File: src/rtl/ibhpq_pkg.sv
// ---------------------------------------------------------------------------
// ibhpq_pkg
// Types, constants and helpers of the indexed binary heap priority queue.
// ---------------------------------------------------------------------------
package ibhpq_pkg;

	localparam int CAPACITY = 256;
	localparam int IDX_W    = 8;
	localparam int CNT_W    = 9;
	localparam int PRI_W    = 64;
	localparam int PAY_W    = 32;
	localparam int IN_W     = 104;
	localparam int OUT_W    = 88;
	localparam int OUT_USED = 82;

	typedef logic [IDX_W-1:0] idx_t;
	typedef logic [CNT_W-1:0] cnt_t;
	typedef logic [PRI_W-1:0] pri_t;
	typedef logic [PAY_W-1:0] pay_t;

	typedef enum logic [1:0] {
		OP_PUSH   = 2'd0,
		OP_POP    = 2'd1,
		OP_CHANGE = 2'd2,
		OP_REMOVE = 2'd3
	} op_t;

	typedef enum logic [1:0] {
		ST_OK     = 2'd0,
		ST_FULL   = 2'd1,
		ST_EMPTY  = 2'd2,
		ST_HANDLE = 2'd3
	} status_t;

	typedef enum logic [4:0] {
		CMD_NONE,
		CMD_LATCH,
		CMD_FAIL_FULL,
		CMD_FAIL_EMPTY,
		CMD_FAIL_HANDLE,
		CMD_PUSH_FREE_RD,
		CMD_PUSH_WR,
		CMD_SU_RD,
		CMD_SU_RD2,
		CMD_SU_MOVE,
		CMD_SD_RD,
		CMD_SD_RD2,
		CMD_SD_MOVE,
		CMD_PLACE,
		CMD_POP_RD,
		CMD_POP_RD2,
		CMD_POP_REL,
		CMD_CH_RD,
		CMD_CH_WR,
		CMD_RM_RD,
		CMD_RM_RD2,
		CMD_RM_REL,
		CMD_TOP_RD,
		CMD_TOP_RD2,
		CMD_TOP_SET,
		CMD_LOAD_OUT
	} cmd_t;

	typedef enum logic [4:0] {
		S_IDLE,
		S_DECIDE,
		S_PUSH_WR,
		S_SU_CHK,
		S_SU_RD2,
		S_SU_CMP,
		S_SD_CHK,
		S_SD_RD2,
		S_SD_CMP,
		S_POP_RD2,
		S_POP_REL,
		S_CH_WR,
		S_RM_RD2,
		S_RM_REL,
		S_TOP_RD,
		S_TOP_RD2,
		S_TOP_SET,
		S_DONE
	} state_t;

	typedef struct packed {
		op_t  op;
		logic push_full;
		logic have_free;
		logic cnt_zero;
		logic hin_bad;
		logic su_root;
		logic su_move;
		logic sd_leaf;
		logic sd_move;
		logic ch_up;
		logic rm_stay;
		logic rm_up;
		logic out_free;
	} dp_status_t;

	// true when priority a must sit strictly above priority b
	function automatic logic outranks(input logic order, input pri_t a, input pri_t b);
		return order ? (a > b) : (a < b);
	endfunction

endpackage

File: src/rtl/ibhpq_ctrl.sv
// ---------------------------------------------------------------------------
// ibhpq_ctrl
// Sequencer of the heap operations; at most one datapath command per cycle.
// ---------------------------------------------------------------------------
module ibhpq_ctrl (
	input  logic                   clk,
	input  logic                   arst_n,
	input  logic                   s_tvalid,
	output logic                   s_tready,
	input  ibhpq_pkg::dp_status_t  st,
	output ibhpq_pkg::cmd_t        cmd
);

	ibhpq_pkg::state_t state_q, state_d;

	always_ff @(posedge clk or negedge arst_n) begin
		if (!arst_n) begin
			state_q <= ibhpq_pkg::S_IDLE;
		end else begin
			state_q <= state_d;
		end
	end

	always_comb begin
		state_d = state_q;
		case (state_q)
			ibhpq_pkg::S_IDLE: begin
				if (s_tvalid) state_d = ibhpq_pkg::S_DECIDE;
			end
			ibhpq_pkg::S_DECIDE: begin
				case (st.op)
					ibhpq_pkg::OP_PUSH:
						state_d = st.push_full ? ibhpq_pkg::S_DONE : ibhpq_pkg::S_PUSH_WR;
					ibhpq_pkg::OP_POP:
						state_d = st.cnt_zero ? ibhpq_pkg::S_DONE : ibhpq_pkg::S_POP_RD2;
					ibhpq_pkg::OP_CHANGE:
						state_d = st.hin_bad ? ibhpq_pkg::S_DONE : ibhpq_pkg::S_CH_WR;
					default:
						state_d = st.hin_bad ? ibhpq_pkg::S_DONE : ibhpq_pkg::S_RM_RD2;
				endcase
			end
			ibhpq_pkg::S_PUSH_WR: state_d = ibhpq_pkg::S_SU_CHK;
			ibhpq_pkg::S_SU_CHK:
				state_d = st.su_root ? ibhpq_pkg::S_TOP_RD : ibhpq_pkg::S_SU_RD2;
			ibhpq_pkg::S_SU_RD2: state_d = ibhpq_pkg::S_SU_CMP;
			ibhpq_pkg::S_SU_CMP:
				state_d = st.su_move ? ibhpq_pkg::S_SU_CHK : ibhpq_pkg::S_TOP_RD;
			ibhpq_pkg::S_SD_CHK:
				state_d = st.sd_leaf ? ibhpq_pkg::S_TOP_RD : ibhpq_pkg::S_SD_RD2;
			ibhpq_pkg::S_SD_RD2: state_d = ibhpq_pkg::S_SD_CMP;
			ibhpq_pkg::S_SD_CMP:
				state_d = st.sd_move ? ibhpq_pkg::S_SD_CHK : ibhpq_pkg::S_TOP_RD;
			ibhpq_pkg::S_POP_RD2: state_d = ibhpq_pkg::S_POP_REL;
			ibhpq_pkg::S_POP_REL:
				state_d = st.cnt_zero ? ibhpq_pkg::S_TOP_RD : ibhpq_pkg::S_SD_CHK;
			ibhpq_pkg::S_CH_WR:
				state_d = st.ch_up ? ibhpq_pkg::S_SU_CHK : ibhpq_pkg::S_SD_CHK;
			ibhpq_pkg::S_RM_RD2: state_d = ibhpq_pkg::S_RM_REL;
			ibhpq_pkg::S_RM_REL: begin
				if (st.rm_stay) state_d = ibhpq_pkg::S_TOP_RD;
				else if (st.rm_up) state_d = ibhpq_pkg::S_SU_CHK;
				else state_d = ibhpq_pkg::S_SD_CHK;
			end
			ibhpq_pkg::S_TOP_RD:  state_d = ibhpq_pkg::S_TOP_RD2;
			ibhpq_pkg::S_TOP_RD2: state_d = ibhpq_pkg::S_TOP_SET;
			ibhpq_pkg::S_TOP_SET: state_d = ibhpq_pkg::S_DONE;
			ibhpq_pkg::S_DONE: begin
				if (st.out_free) state_d = ibhpq_pkg::S_IDLE;
			end
			default: state_d = ibhpq_pkg::S_IDLE;
		endcase
	end

	always_comb begin
		cmd      = ibhpq_pkg::CMD_NONE;
		s_tready = 1'b0;
		case (state_q)
			ibhpq_pkg::S_IDLE: begin
				s_tready = 1'b1;
				if (s_tvalid) cmd = ibhpq_pkg::CMD_LATCH;
			end
			ibhpq_pkg::S_DECIDE: begin
				case (st.op)
					ibhpq_pkg::OP_PUSH: begin
						if (st.push_full) cmd = ibhpq_pkg::CMD_FAIL_FULL;
						else if (st.have_free) cmd = ibhpq_pkg::CMD_PUSH_FREE_RD;
					end
					ibhpq_pkg::OP_POP:
						cmd = st.cnt_zero ? ibhpq_pkg::CMD_FAIL_EMPTY : ibhpq_pkg::CMD_POP_RD;
					ibhpq_pkg::OP_CHANGE:
						cmd = st.hin_bad ? ibhpq_pkg::CMD_FAIL_HANDLE : ibhpq_pkg::CMD_CH_RD;
					default:
						cmd = st.hin_bad ? ibhpq_pkg::CMD_FAIL_HANDLE : ibhpq_pkg::CMD_RM_RD;
				endcase
			end
			ibhpq_pkg::S_PUSH_WR: cmd = ibhpq_pkg::CMD_PUSH_WR;
			ibhpq_pkg::S_SU_CHK:
				cmd = st.su_root ? ibhpq_pkg::CMD_PLACE : ibhpq_pkg::CMD_SU_RD;
			ibhpq_pkg::S_SU_RD2: cmd = ibhpq_pkg::CMD_SU_RD2;
			ibhpq_pkg::S_SU_CMP:
				cmd = st.su_move ? ibhpq_pkg::CMD_SU_MOVE : ibhpq_pkg::CMD_PLACE;
			ibhpq_pkg::S_SD_CHK:
				cmd = st.sd_leaf ? ibhpq_pkg::CMD_PLACE : ibhpq_pkg::CMD_SD_RD;
			ibhpq_pkg::S_SD_RD2: cmd = ibhpq_pkg::CMD_SD_RD2;
			ibhpq_pkg::S_SD_CMP:
				cmd = st.sd_move ? ibhpq_pkg::CMD_SD_MOVE : ibhpq_pkg::CMD_PLACE;
			ibhpq_pkg::S_POP_RD2: cmd = ibhpq_pkg::CMD_POP_RD2;
			ibhpq_pkg::S_POP_REL: cmd = ibhpq_pkg::CMD_POP_REL;
			ibhpq_pkg::S_CH_WR:   cmd = ibhpq_pkg::CMD_CH_WR;
			ibhpq_pkg::S_RM_RD2:  cmd = ibhpq_pkg::CMD_RM_RD2;
			ibhpq_pkg::S_RM_REL:  cmd = ibhpq_pkg::CMD_RM_REL;
			ibhpq_pkg::S_TOP_RD:  cmd = ibhpq_pkg::CMD_TOP_RD;
			ibhpq_pkg::S_TOP_RD2: cmd = ibhpq_pkg::CMD_TOP_RD2;
			ibhpq_pkg::S_TOP_SET: cmd = ibhpq_pkg::CMD_TOP_SET;
			ibhpq_pkg::S_DONE: begin
				if (st.out_free) cmd = ibhpq_pkg::CMD_LOAD_OUT;
			end
			default: cmd = ibhpq_pkg::CMD_NONE;
		endcase
	end

endmodule

File: config.mk
export PLATFORM = sky130hd
export DESIGN_NAME = ibhpq_ctrl
export DESIGN_NICKNAME = d
export VERILOG_FILES = /design/src/rtl/ibhpq_pkg.sv /design/src/rtl/ibhpq_ctrl.sv
export SDC_FILE = /design/constraint.sdc
export NUM_CORES = 1
export LEC_CHECK = 0
export BUFFER_PORTS_ARGS = -buffer_cell sky130_fd_sc_hd__buf_4
export CAP_MARGIN = 10
export CORE_MARGIN = 2
export CORE_UTILIZATION = 45
export CTS_CLUSTER_DIAMETER = 40
export CTS_CLUSTER_SIZE = 25
export DETAILED_ROUTE_END_ITERATION = 6
export PLACE_DENSITY = 0.76
export SYNTH_ARGS = -nofsm -noshare
export SYNTH_HDL_FRONTEND = slang
export SYNTH_SLANG_ARGS = --single-unit
File: constraint.sdc
create_clock -name clk -period 1.2 [get_ports clk]
set_input_delay 0.06 -clock clk [delete_from_list [all_inputs] [get_ports clk]]
set_output_delay 0.06 -clock clk [all_outputs]
set_load 0.005 [all_outputs]
* Word level (Yosys, flattened, before mapping)
Index checks and enable logic that the tools add are counted.
Word-level totals: register bits 5, latch bits 0, bits in writable memories 0, bits in read-only memories 0, output and inout bits 6, memories kept 0
Operators by class: $add $sub $neg 0, multiply operators 0, divide/modulo/power cells 0, magnitude comparators 0, equality and inequality tests 21, shift operators 0, mux-type cells 30, bitwise operators 0, reduce and logical (&&, ||, !) cells 3
Operator list (number):
- 5-bit case mux with 18 select lines | 2
- 5-bit 2-to-1 mux | 9
- 5-bit by 4-bit equality test with 1-bit output, second input constant | 8
- 4-bit 2-to-1 mux | 8
- 5-bit case mux with 3 select lines | 2
- 5-bit by 3-bit equality test with 1-bit output, second input constant | 4
- 3-bit 2-to-1 mux | 6
- 5-bit by 2-bit equality test with 1-bit output, second input constant | 2
- 5-bit equality test, second input constant | 2
- 5-bit by 1-bit equality test with 1-bit output, second input constant | 1
- 5-bit logical NOT | 1
- 2-bit != test, second input constant | 2
- 1-bit 2-to-1 mux | 3
- 2-bit by 1-bit equality test with 1-bit output, second input constant | 1
- 2-bit equality test, second input constant | 1
- 2-bit logical NOT | 1
- 2-bit AND reduction | 1

* Depth between registers and ports, before layout
Gate-level depths: netlist of the first run.
depth after elaboration 4, mapped depth 6, depth with buffers taken out 6

* Worst setup path after synthesis of the first run
Ideal clock, no wire load.
path kind register to register, from register state_q[0], to register state_q[0], library setup time 126 ps, arrival 1191 ps, path slack -117 ps, cell stages (with the launch flop) 6, period minus slack after synthesis 1317 ps, path through dfrtp_1 -> buf_4 -> nand3b_1 -> nand3b_1 -> o311ai_1 -> o32a_1
Between the ends: longest elaborated chain between the ends 3
Ends and longest elaborated chain:
- start, declared | RTL line ibhpq_ctrl.sv:14 | ibhpq_pkg::state_t state_q, state_d;
- start signal, assigned | RTL line ibhpq_ctrl.sv:18 | state_q <= ibhpq_pkg::S_IDLE;
- start signal, assigned | RTL line ibhpq_ctrl.sv:20 | state_q <= state_d;
- parallel branches: the longest is 3 deep, another holds 5-bit case mux with 18 select lines
Parallel ways; which one is timed is not known. A chain may end at the register's enable or synchronous reset.

* Worst setup path in the final report of the first run
from register state_q[0], to output cmd[1]
Between the ends: longest elaborated chain between the ends 2
Ends and longest elaborated chain:
- 5-bit equality test, or another cell as far along | RTL line ibhpq_ctrl.sv:77 | case (state_q)
- 5-bit case mux with 18 select lines (*) | RTL line ibhpq_ctrl.sv:77
- end, declared | RTL line ibhpq_ctrl.sv:11 | output ibhpq_pkg::cmd_t cmd
Mark *: on every way between the ends. The rest lies on a longest branch, timed or not.

==> results of run 1 <==
worst paths after layout:
| kind | to | slack (ns) | depth (start not counted) |
|---|---|---|---|
| worst min register to register | state_q[3] | 0.80 | 2 |
| max in group asynchronous | state_q[3] | 0.91 | 2 |
| worst min-delay path | state_q[0] | 0.06 | 2 |
| worst max register to register | state_q[0] | -0.49 | 7 |
| worst max-delay path | cmd[1] | -0.69 | 7 |
| min in group asynchronous | state_q[1] | 0.17 | 2 |
per-layer routing:
layer | part of all wire (%) | wire, um | vias to the layer above | GRT usage, %
li1 | - | - | 627 | -
met1 | 35 | 1639 | 672 | 33.33
met2 | 49 | 2269 | 139 | 61.57
met3 | 9.2 | 432 | 43 | 7.716
met4 | 7.1 | 331 | 0 | 25.24
met5 | 0 | 0 | - | 0
stage by stage:
| step | std cells | utilization [%] | hold slack [ns] | instance area (sq um) |
|---|---|---|---|---|
| 2_1_floorplan | 132 | - | -0.2356 | 914.6 |
| 3_5_place_dp | 206 | 68.23 | -0.1337 | 1311 |
| 3_3_place_gp | 206 | 68.23 | -0.1340 | 1311 |
| 4_1_cts | 220 | 77.93 | 0.05475 | 1498 |
| 5_1_grt | 229 | 86.72 | 0.04950 | 1667 |
| 6_report | 229 | 86.72 | 0.05763 | 1667 |
final cells by class:
cell class / count / area (sq um)
multi-input cells: 105 / 768.2
repair buffers: 76 / 663.1
fillers: 99 / 255.2
flip-flops and latches: 5 / 130.1
inverters: 12 / 45.04
well taps: 27 / 33.78
clock buffers: 4 / 26.28
cells in the final DEF, fill, tap and decap left out, types with 4 or more instances in the layout:
cell type,synthesis,layout
a31oi_1,4,4
o21ai_2,1,4
dfrtp_2,0,4
nor2b_1,7,6
o21ai_0,12,5
buf_6,1,12
nand2_1,9,8
buf_4,1,60
inv_1,12,12
nor2_1,13,9
o21ai_1,0,4
ha_1,4,4
a21oi_1,11,11
power groups by stage:
stage                     registers, uW  logic (uW)  clock network (uW)
after CTS                           424        3010                 207
after global routing                468        4060                 230
after detailed placement            434        2460                   0
final                               456        3860                 211
after floorplan                     332        1450                   0
after global placement              427        2420                   0
kinds of logic (layout without fill, tap and decap cells):
kind of cell / Yosys count / in the layout / share of synthesized area [%]
compound gates: 50 / 50 / 37.36
fa+ha+maj: 4 / 4 / 5.618
simple gates: 51 / 51 / 31.32
buf+inv: 22 / 92 / 11.66
flops: 5 / 5 / 14.04
critical path, cell delays in order, from the launching register on:
cell     delay [ns]
dfrtp_2        0.45
buf_12         0.15
buf_16         0.12
o21ai_0        0.27
a22oi_1        0.19
o21ai_1        0.13
a31oi_1        0.11
buf_4          0.16
cell usage after synthesis (all sizes together) (2+ instances only):
library cell | instances | area share [%]
buf | 10 | 6.6
nand3 | 2 | 1.1
o211ai | 2 | 1.7
nand3b | 3 | 2.5
nor2b | 7 | 4.9
o21ai | 13 | 7.7
dfrtp | 5 | 14
a22oi | 2 | 1.7
inv | 12 | 5.1
a41oi | 2 | 2.0
a21oi | 11 | 6.2
nand2b | 5 | 3.5
o22ai | 2 | 1.4
nand2 | 9 | 3.8
nand4 | 2 | 1.4
nor2 | 13 | 5.5
a31oi | 4 | 2.8
o32ai | 3 | 2.9
ha | 4 | 5.6
nor3 | 4 | 3.5
and2 | 2 | 1.4
what timing repair did:
action                                 4_1_cts  5_1_grt
setup endpoints to repair                   11       11
gates cloned                                 1        0
pin swaps                                   11       12
setup buffers                                8        9
hold buffers                                 1        0
endpoints found under the hold margin        5        0
gates resized for setup                     22       25
==> impl_results.md, run 1 <==
- Net switching fraction of the power: between 40% and 50%
- Largest Register: state_q
- Routed wire per std cell: roughly 20 um
- Min cycle time layout: around 1.9 ns
- Final worst path period share: 157.9%
- Height of the chip: about 48 um
- CTS max path bufs: 2
- Worst rel slew slack: 77.69%
- First-pass GRT wire length: 6134 um
- GPL Wtd Cong: 0.9033
- Pin count of the biggest net entering global routing: 15
- Vias: roughly 1,500
- Worst Hold Launch: s_tvalid
- Clock power frac: roughly 4.7%
- CP Launch Type: flip-flop
- Fmax: around 530 MHz
- Clock Skews: between 0.0007 and 0.0008 ns
- Max reg flops: 5
- Ant. Diodes: 0
- Root Buffer: clkbuf_4
- Synth warn: 0
- Crit path required time: around 1.1 ns
- Asr flop ratio synth: 100.0%
- Final Hold Fails: 0
- PwrDens: between 2000 and 3000 nW/um^2
- Syn Area/Cell: 6.749 sq um
- # IOs: 23
- Failing checks: negative setup slack
- CTS sink count: 5
- Max FO, Critical Path: 5
- Kind of end point of the critical path: output pin
- Final setup TNS: -4.829 ns
- Worst Hold Class: in -> reg
- ANT nets after route: 0
- Sw power: 2029 uW
- Final WL: around 4700 um
- Initial antenna violation count: 0
- Grt total ovfl: 0
- Setup ws final: -0.6943 ns
- PortBufs: 22
- Cells after Synth: 132
- Via-to-Cell Ratio: between 6 and 7
- Initial DRC Count: 76
- Max_cap viols: 0
- Final nets: between 200 and 250
- Residual DRC: 0
- Dpl hpwl: roughly 2500 um
- Post-synth EDFFs: 0
- Reg power frac: about a tenth
- Sequential area share after synthesis: ~14%
- Cell variety after synth: 40
- Largest regs: state_q x5
- Crit Reg-Reg Startpoint: state_q[0]
- Die W: around 48 um
- Path type of the worst setup path: reg -> out
- Crit path from: state_q[0]
- Cell Int Power: roughly 2500 uW
- Share of cells above drive strength 1: a little over half
- Total chip power: 4527 uW
- Combinational Power Share: between 80% and 90%
- Synth Flop Type: dfrtp_1
- Inserted Clock Buffers: 3
- Actual slew at the worst max-slew pin: roughly 0.33 ns
- CTS H-tree depth: 1
- Data arrival, critical path: about 1.8 ns
- Pins over their slew limit: 0
- Row count: 16
- Vias in the first global route: about 1,400
- RSZ-0062 raised after global routing: yes
- Drt pass-1 iters: 5
- Area grow syn2layout: 87.08%
- Initial Utilization: 46.35%
- Maximum vdd ir drop: approximately 1700 uV
- Dpl ws: -0.3024 ns
- Leak: around 0.00077 uW
- Worst-Skew Late Latency: about 0.25 ns
- Core Area: about 1900 sq um
- TritonCTS clock tree: built
- Overall Global Routing Usage: roughly 34%
- Final Setup Violations: 11
- Die area: around 2400 sq um
- Synth Register Bits: 5
- Clk pin slew, worst setup/hold paths: ~0.050 ns
- Syn_nets: between 150 and 200
- Status: complete, but fails checks
- Cell Area, Synth: 890.9 sq um
No activity file was read; power rests on OpenSTA's default activity.
==> run 2, diff against run 1 <==
- GPL_TIMING_DRIVEN: unset -> 0
==> impl_results.md, run 2 (synthesis gave the netlist of run 1 again) <==
- Register area: 128.9 sq um (was 130.1 sq um)
- Initial DRC Count: 111 (was 76)
- # IOs: 23 (unchanged)
- CP Launch Type: flip-flop (unchanged)
- Max_cap viols: 0 (unchanged)
- Top layer in use: met4 (unchanged)
- M1 WL: 1415 um (was 1639 um)
- Depth of the worst hold-timing path: 2 (unchanged)
- Ant. Diodes: 0 (unchanged)
- Final worst path period share: 147.3% (was 157.9%)
- Vias: 1,319 (was 1,481)
- Failing checks: negative setup slack (unchanged)
- Min cycle time layout: 1.767 ns (was 1.894 ns)
- Largest Register: state_q (unchanged)
- Hold Crit Endpoint: state_q[0] (unchanged)
- Clk pin slew, worst setup/hold paths: 0.05 ns (about the same)
- Pin count of the biggest net entering global routing: 11 (was 15)
- PortBufs: 22 (unchanged)
- Final WL: 3858 um (was 4674 um)
- GPL Wtd Cong: 0.9276 (was 0.9033)
- Kind of end point of the critical path: output pin (unchanged)
- Actual slew at the worst max-slew pin: 0.3064 ns (was 0.3312 ns)
- Setup ws final: -0.5670 ns (was -0.6943 ns)
- PwrDens: 2754 nW/um^2 (was 2716 nW/um^2)
- Row count: 16 (unchanged)
- RSZ-0062 raised after global routing: yes (unchanged)
- Root Buffer: clkbuf_4 (unchanged)
- Final nets: 206 (was 224)
- Final Hold Fails: 0 (unchanged)
- R2r endpoint: state_q[3] (was state_q[0])
- CP max-delay cell: dfrtp_2 (unchanged)
- Worst-Skew Late Latency: 0.26 ns (was 0.25 ns)
- Residual DRC: 0 (unchanged)
- Core Area: 1922 sq um (unchanged)
- CTS H-tree depth: 1 (unchanged)
- Die area: 2352 sq um (unchanged)
- Status: complete, but fails checks (unchanged)
- Share of cells above drive strength 1: 51.09% (was 52.48%)
- Inserted Clock Buffers: 3 (unchanged)
- Crit Reg-Reg Startpoint: state_q[0] (unchanged)
- First-pass GRT wire length: 5733 um (was 6134 um)
- Overall Global Routing Usage: 31.41% (was 33.86%)
- Final setup TNS: -3.921 ns (was -4.829 ns)
- Area grow syn2layout: 73.88% (was 87.08%)
- Worst-case reg-to-reg path depth: 8 (was 7)
- Largest regs: state_q x5 (unchanged)
- Most common cell after layout, fill and taps aside: buf_4 (unchanged)
- Leak: 0.0006750 uW (was 0.0007704 uW)
- Data arrival, critical path: 1.71 ns (was 1.83 ns)
- Maximum vdd ir drop: 1752 uV (was 1673 uV)
- Die W: 48.50 um (unchanged)
- Most frequent cells in the layout: buf_4 (37), buf_6 (15), inv_1 (10), nor2_1 (10), a21oi_1 (10) (was buf_4 (60), inv_1 (12), buf_6 (12), a21oi_1 (11), nor2_1 (9))
- Routed wire per std cell: 18.28 um (was 20.41 um)
- Drt pass-1 iters: 5 (unchanged)
- Max incr delay on CP: 0.43 ns (was 0.45 ns)
- Worst Hold Class: in -> reg (unchanged)
- Crit path required time: 1.14 ns (about the same)
- Initial antenna violation count: 0 (unchanged)
- CP dominant cell by count: buf_6
- Multi-input gate area: 783.3 sq um (was 768.2 sq um)
- Worst rel slew slack: 79.53% (was 77.69%)
- WL met2: 1802 um (was 2269 um)
- Max FO, Critical Path: 7 (was 5)
- Via-to-Cell Ratio: 6.251 (was 6.467)
- Path type of the worst setup path: reg -> out (unchanged)
- Grt total ovfl: 0 (unchanged)
- CTS sink count: 5 (unchanged)
- ANT nets after route: 0 (unchanged)
- Placed cell count: 181 (was 206)
- Worst Hold Launch: s_tvalid (unchanged)
- Fmax: 565.9 MHz (was 527.9 MHz)
- Initial Utilization: 46.35% (unchanged)
- Internal reg-to-reg setup slack: -0.44 ns (was -0.49 ns)
- Met3 WL post-DR: 425 um (was 432 um)
- # fillers: 129 (was 99)
- CTS max path bufs: 2 (unchanged)
- Crit-path cells: buf_6 > buf_6 > nor2_1 > nor3_1 > a31oi_1 > a41oi_1 > buf_4 (was buf_12 > buf_16 > o21ai_0 > a22oi_1 > o21ai_1 > a31oi_1 > buf_4)
- Height of the chip: 48.50 um (unchanged)
- Non-Filler Instances: 211 (was 229)
- Final Setup Violations: 11 (unchanged)
- Max reg flops: 5 (unchanged)
- Dpl hpwl: 2081 um (was 2463 um)
- Clock Skews: 0.01373 ns (was 0.0007756 ns)
- Pins over their slew limit: 0 (unchanged)
- Vias in the first global route: 1,228 (was 1,405)
- TritonCTS clock tree: built (unchanged)
==> run 2: power breakdown <==
part / switching [uW] / leakage (uW) / total (uW) / internal (uW)
clock network: 85.1 / 0.0000150 / 212 / 127
logic: 1770 / 0.000602 / 3680 / 1910
registers: 107 / 0.0000578 / 371 / 264
==> run 2: critical path, delay by kind of cell (launching register included) <==
kind / cells / cell delay, ns
simple gates: 2 / 0.15
buf+inv: 3 / 0.45
compound gates: 2 / 0.41
flops: 1 / 0.43
==> run 2: cell type report <==
| class | instances | share of cell area [%] |
|---|---|---|
| plain buffers | 10 | 6.624 |
| clock buffers | 4 | 1.696 |
| inverters | 12 | 3.069 |
| multi-input cells | 105 | 50.57 |
| flip-flops and latches | 5 | 8.320 |
| well taps | 27 | 2.181 |
| repair buffers | 48 | 27.54 |
==> run 2: stage by stage <==
step | power [uW] | hold slack [ns] | setup slack, ns | instance area [sq um] | utilization, %
after floorplan | 1786 | -0.2356 | -0.1041 | 914.6 | -
after global placement | 2435 | -0.1381 | -0.3661 | 1114 | 57.94
after detailed placement | 2460 | -0.1342 | -0.3530 | 1114 | 57.94
after CTS | 3593 | 0.05892 | -0.4488 | 1424 | 74.09
after global routing | 4477 | 0.03566 | -0.6181 | 1549 | 80.60
final | 4266 | 0.04120 | -0.5670 | 1549 | 80.60
==> run 2: what timing repair did <==
| item | 4_1_cts | 5_1_grt |
|---|---|---|
| gates cloned | 1 | 1 |
| pin swaps | 18 | 7 |
| hold buffers | 1 | 0 |
| endpoints found under the hold margin | 5 | 0 |
| resized for setup | 30 | 25 |
| setup endpoints to repair | 11 | 11 |
| setup buffers | 22 | 2 |
==> run 2: how the worst max path moves through the flow <==
stage               startpoint         end  slack (ns)  cells after the start
detailed placement  state_q[0]      cmd[2]       -0.35                      6
floorplan           state_q[2]  state_q[0]       -0.10                      5
finish              state_q[0]      cmd[0]       -0.57                      7
global route        state_q[0]      cmd[0]       -0.62                      7
CTS                 state_q[3]      cmd[1]       -0.45                      7
global placement    state_q[0]      cmd[2]       -0.37                      6
==> run 2: per-layer routing <==
metal  vias up  track usage, %
met5         -               0
met4         0           11.90
met3        31           6.790
met2       104           55.32
met1       597           37.31
li1        587               -
==> run 3, diff against run 2 <==
- PLACE_DENSITY: 0.76 -> 0.74
- clock period: 1.2 -> 2.1 ns (I/O delays scaled with it)
==> impl_results.md, run 3 (synthesis gave the netlist of run 1 again) <==
- Cell Int Power: 743.3 uW (was 2301 uW)
- CTS sink count: 5 (unchanged)
- Pin count of the biggest net entering global routing: 11 (unchanged)
- Depth of the worst hold-timing path: 2 (unchanged)
- Root Buffer: clkbuf_4 (unchanged)
- Final setup TNS: 0 ns (was -3.921 ns)
- Crit Reg-Reg Startpoint: state_q[0] (unchanged)
- Most frequent cells in the layout: buf_4 (23), nor2_1 (13), inv_1 (12), o21ai_0 (12), a21oi_1 (11) (was buf_4 (37), buf_6 (15), inv_1 (10), nor2_1 (10), a21oi_1 (10))
- Final Hold Fails: 0 (unchanged)
- Most common cell after layout, fill and taps aside: buf_4 (unchanged)
- Clk pin slew, worst setup/hold paths: 0.04 ns (was 0.05 ns)
- Drt pass-1 iters: 5 (unchanged)
- ANT nets after route: 0 (unchanged)
- CP max-delay cell: dfrtp_1 (was dfrtp_2)
- Max reg flops: 5 (unchanged)
- Sw power: 737.5 uW (was 1964 uW)
- Dpl hpwl: 2129 um (was 2081 um)
- CP Buf/Inv Count: 3 (unchanged)
- Routed wire per std cell: 14.29 um (was 18.28 um)
- Inserted Clock Buffers: 3 (unchanged)
- Combinational Power Share: 79.9% (was 86.3%)
- Share of cells above drive strength 1: 24.53% (was 51.09%)
- CTS max path bufs: 2 (unchanged)
- # fillers: 209 (was 129)
- Largest Register: state_q (unchanged)
- Hold Crit Endpoint: state_q[0] (unchanged)
- Final nets: 181 (was 206)
- Die W: 48.50 um (unchanged)
- Kind of end point of the critical path: output pin (unchanged)
- Post-CTS setup buffer count: 0 (was 22)
- Max incr delay on CP: 0.40 ns (was 0.43 ns)
- Status: completed (was complete, but fails checks)
- Leak: 0.0004948 uW (was 0.0006750 uW)
- Via-to-Cell Ratio: 6.075 (was 6.251)
- Initial antenna violation count: 0 (unchanged)
- Register area: 125.1 sq um (was 128.9 sq um)
- Largest regs: state_q x5 (unchanged)
- CP dominant cell by count: buf_4 (was buf_6)
- Worst Hold Class: in -> reg (unchanged)
- Final Setup Violations: 0 (was 11)
- Ant. Diodes: 0 (unchanged)
- TritonCTS clock tree: built (unchanged)
- Height of the chip: 48.50 um (unchanged)
- GPL Wtd Cong: 0.9437 (was 0.9276)
- Initial DRC Count: 57 (was 111)
- Worst Hold Launch: s_tvalid (unchanged)
- Pins over their slew limit: 0 (unchanged)
- Vias: 1,130 (was 1,319)
- Worst rel slew slack: 76.05% (was 79.53%)
- Crit-path cells: buf_4 > buf_2 > o21ai_0 > a311oi_1 > o22ai_1 > buf_4 (was buf_6 > buf_6 > nor2_1 > nor3_1 > a31oi_1 > a41oi_1 > buf_4)
- Worst-case reg-to-reg path depth: 5 (was 8)
- CP top delay family: compound AO/OA/AOI/OAI gates (was buffers and inverters)
- Area grow syn2layout: 26.40% (was 73.88%)
- Internal reg-to-reg setup slack: 0.58 ns (was -0.44 ns)
- Path type of the worst setup path: reg -> out (unchanged)
- Min cycle time layout: 1.929 ns
- Data arrival, critical path: 1.82 ns (was 1.71 ns)
- Vias in the first global route: 1,097 (was 1,228)
- Dpl ws: 0.4785 ns (was -0.3530 ns)
- Worst-Skew Late Latency: 0.23 ns (was 0.26 ns)
- Core Area: 1922 sq um (unchanged)
- Residual DRC: 0 (unchanged)
- Multi-input gate area: 661.9 sq um (was 783.3 sq um)
- Max_cap viols: 0 (unchanged)
- First-pass GRT wire length: 4664 um (was 5733 um)
- Actual slew at the worst max-slew pin: 0.3569 ns (was 0.3064 ns)
- Final Util: 58.59% (was 80.60%)
- CTS H-tree depth: 1 (unchanged)
- Final worst path period share: 91.84%
- Die area: 2352 sq um (unchanged)
- Crit path required time: 2.00 ns (was 1.14 ns)
- Overall Global Routing Usage: 24.18% (was 31.41%)
- # IOs: 23 (unchanged)
- Clock power frac: 7.1% (was 5.0%)
- CP Launch Type: flip-flop (unchanged)
- Setup ws final: 0.1713 ns (was -0.5670 ns)
- R2r endpoint: state_q[0] (was state_q[3])
- Grt total ovfl: 0 (unchanged)
- PortBufs: 22 (unchanged)
- Row count: 16 (unchanged)
- Final WL: 2658 um (was 3858 um)
- Max FO, Critical Path: 10 (was 7)
- RSZ-0062 raised after global routing: no (was yes)
- PwrDens: 1315 nW/um^2 (was 2754 nW/um^2)
- Clock Skews: 0.001924 ns (was 0.01373 ns)
- Initial Utilization: 46.35% (unchanged)
- Reg power frac: 13.0% (was 8.7%)
- Maximum vdd ir drop: 591.4 uV (was 1752 uV)
- Net switching fraction of the power: 49.81% (was 46.05%)
- Fmax: ~520 MHz
run 3: changes by cell type in the layout (fill, tap and decap cells not counted), moves of 6 or more:
cell and change:
buf_4 -14, buf_6 -14, buf_2 +7, o21ai_0 +7, o21ai_1 -6
run 3: per-stage QoR:
| stage | power (uW) | area, sq um | cells | hold slack (ns) |
|---|---|---|---|---|
| 3_3_place_gp | 1340 | 1090 | 181 | -0.09423 |
| 4_1_cts | 1469 | 1126 | 186 | 0.1224 |
| 6_report | 1481 | 1126 | 186 | 0.1282 |
| 5_1_grt | 1608 | 1126 | 186 | 0.1216 |
| 2_1_floorplan | 970.6 | 890.9 | 132 | -0.1906 |
| 3_5_place_dp | 1354 | 1090 | 181 | -0.09150 |
run 3: power groups by stage:
stage	sequential, uW	clock (uW)	combinational [uW]
3_5_place_dp	193	0	1160
4_1_cts	192	110	1170
5_1_grt	200	118	1290
3_3_place_gp	192	0	1150
6_report	193	105	1180
2_1_floorplan	184	0	787
run 3: cell type report:
cell class | instances | share of cell area, %
buffer | 10 | 5.222
timing repair buffer | 23 | 15.56
tap | 27 | 3.000
multi-input combinational | 105 | 58.78
clock buffer | 4 | 2.333
sequential | 5 | 11.11
inverter | 12 | 4.000
run 3: per-layer routing:
layer / global-route usage [%] / wire, um
met5: 0 / 0
met4: 2.857 / 0
met3: 4.938 / 240
met2: 44.91 / 1357
met1: 29.54 / 1060
run 3: how the worst max path moves through the flow:
stage | from | endpoint | cells past startpoint
floorplan | state_q[2] | cmd[3] | 4
global placement | state_q[0] | cmd[2] | 6
detailed placement | state_q[0] | cmd[2] | 6
CTS | state_q[0] | cmd[2] | 6
global route | state_q[0] | cmd[2] | 6
finish | state_q[0] | cmd[2] | 6
run 3: what timing repair did:
| item | 4_1_cts | 5_1_grt |
|---|---|---|
| endpoints found under the hold margin | 5 | 0 |
| resized for setup | 0 | 0 |
| hold buffers | 1 | 0 |
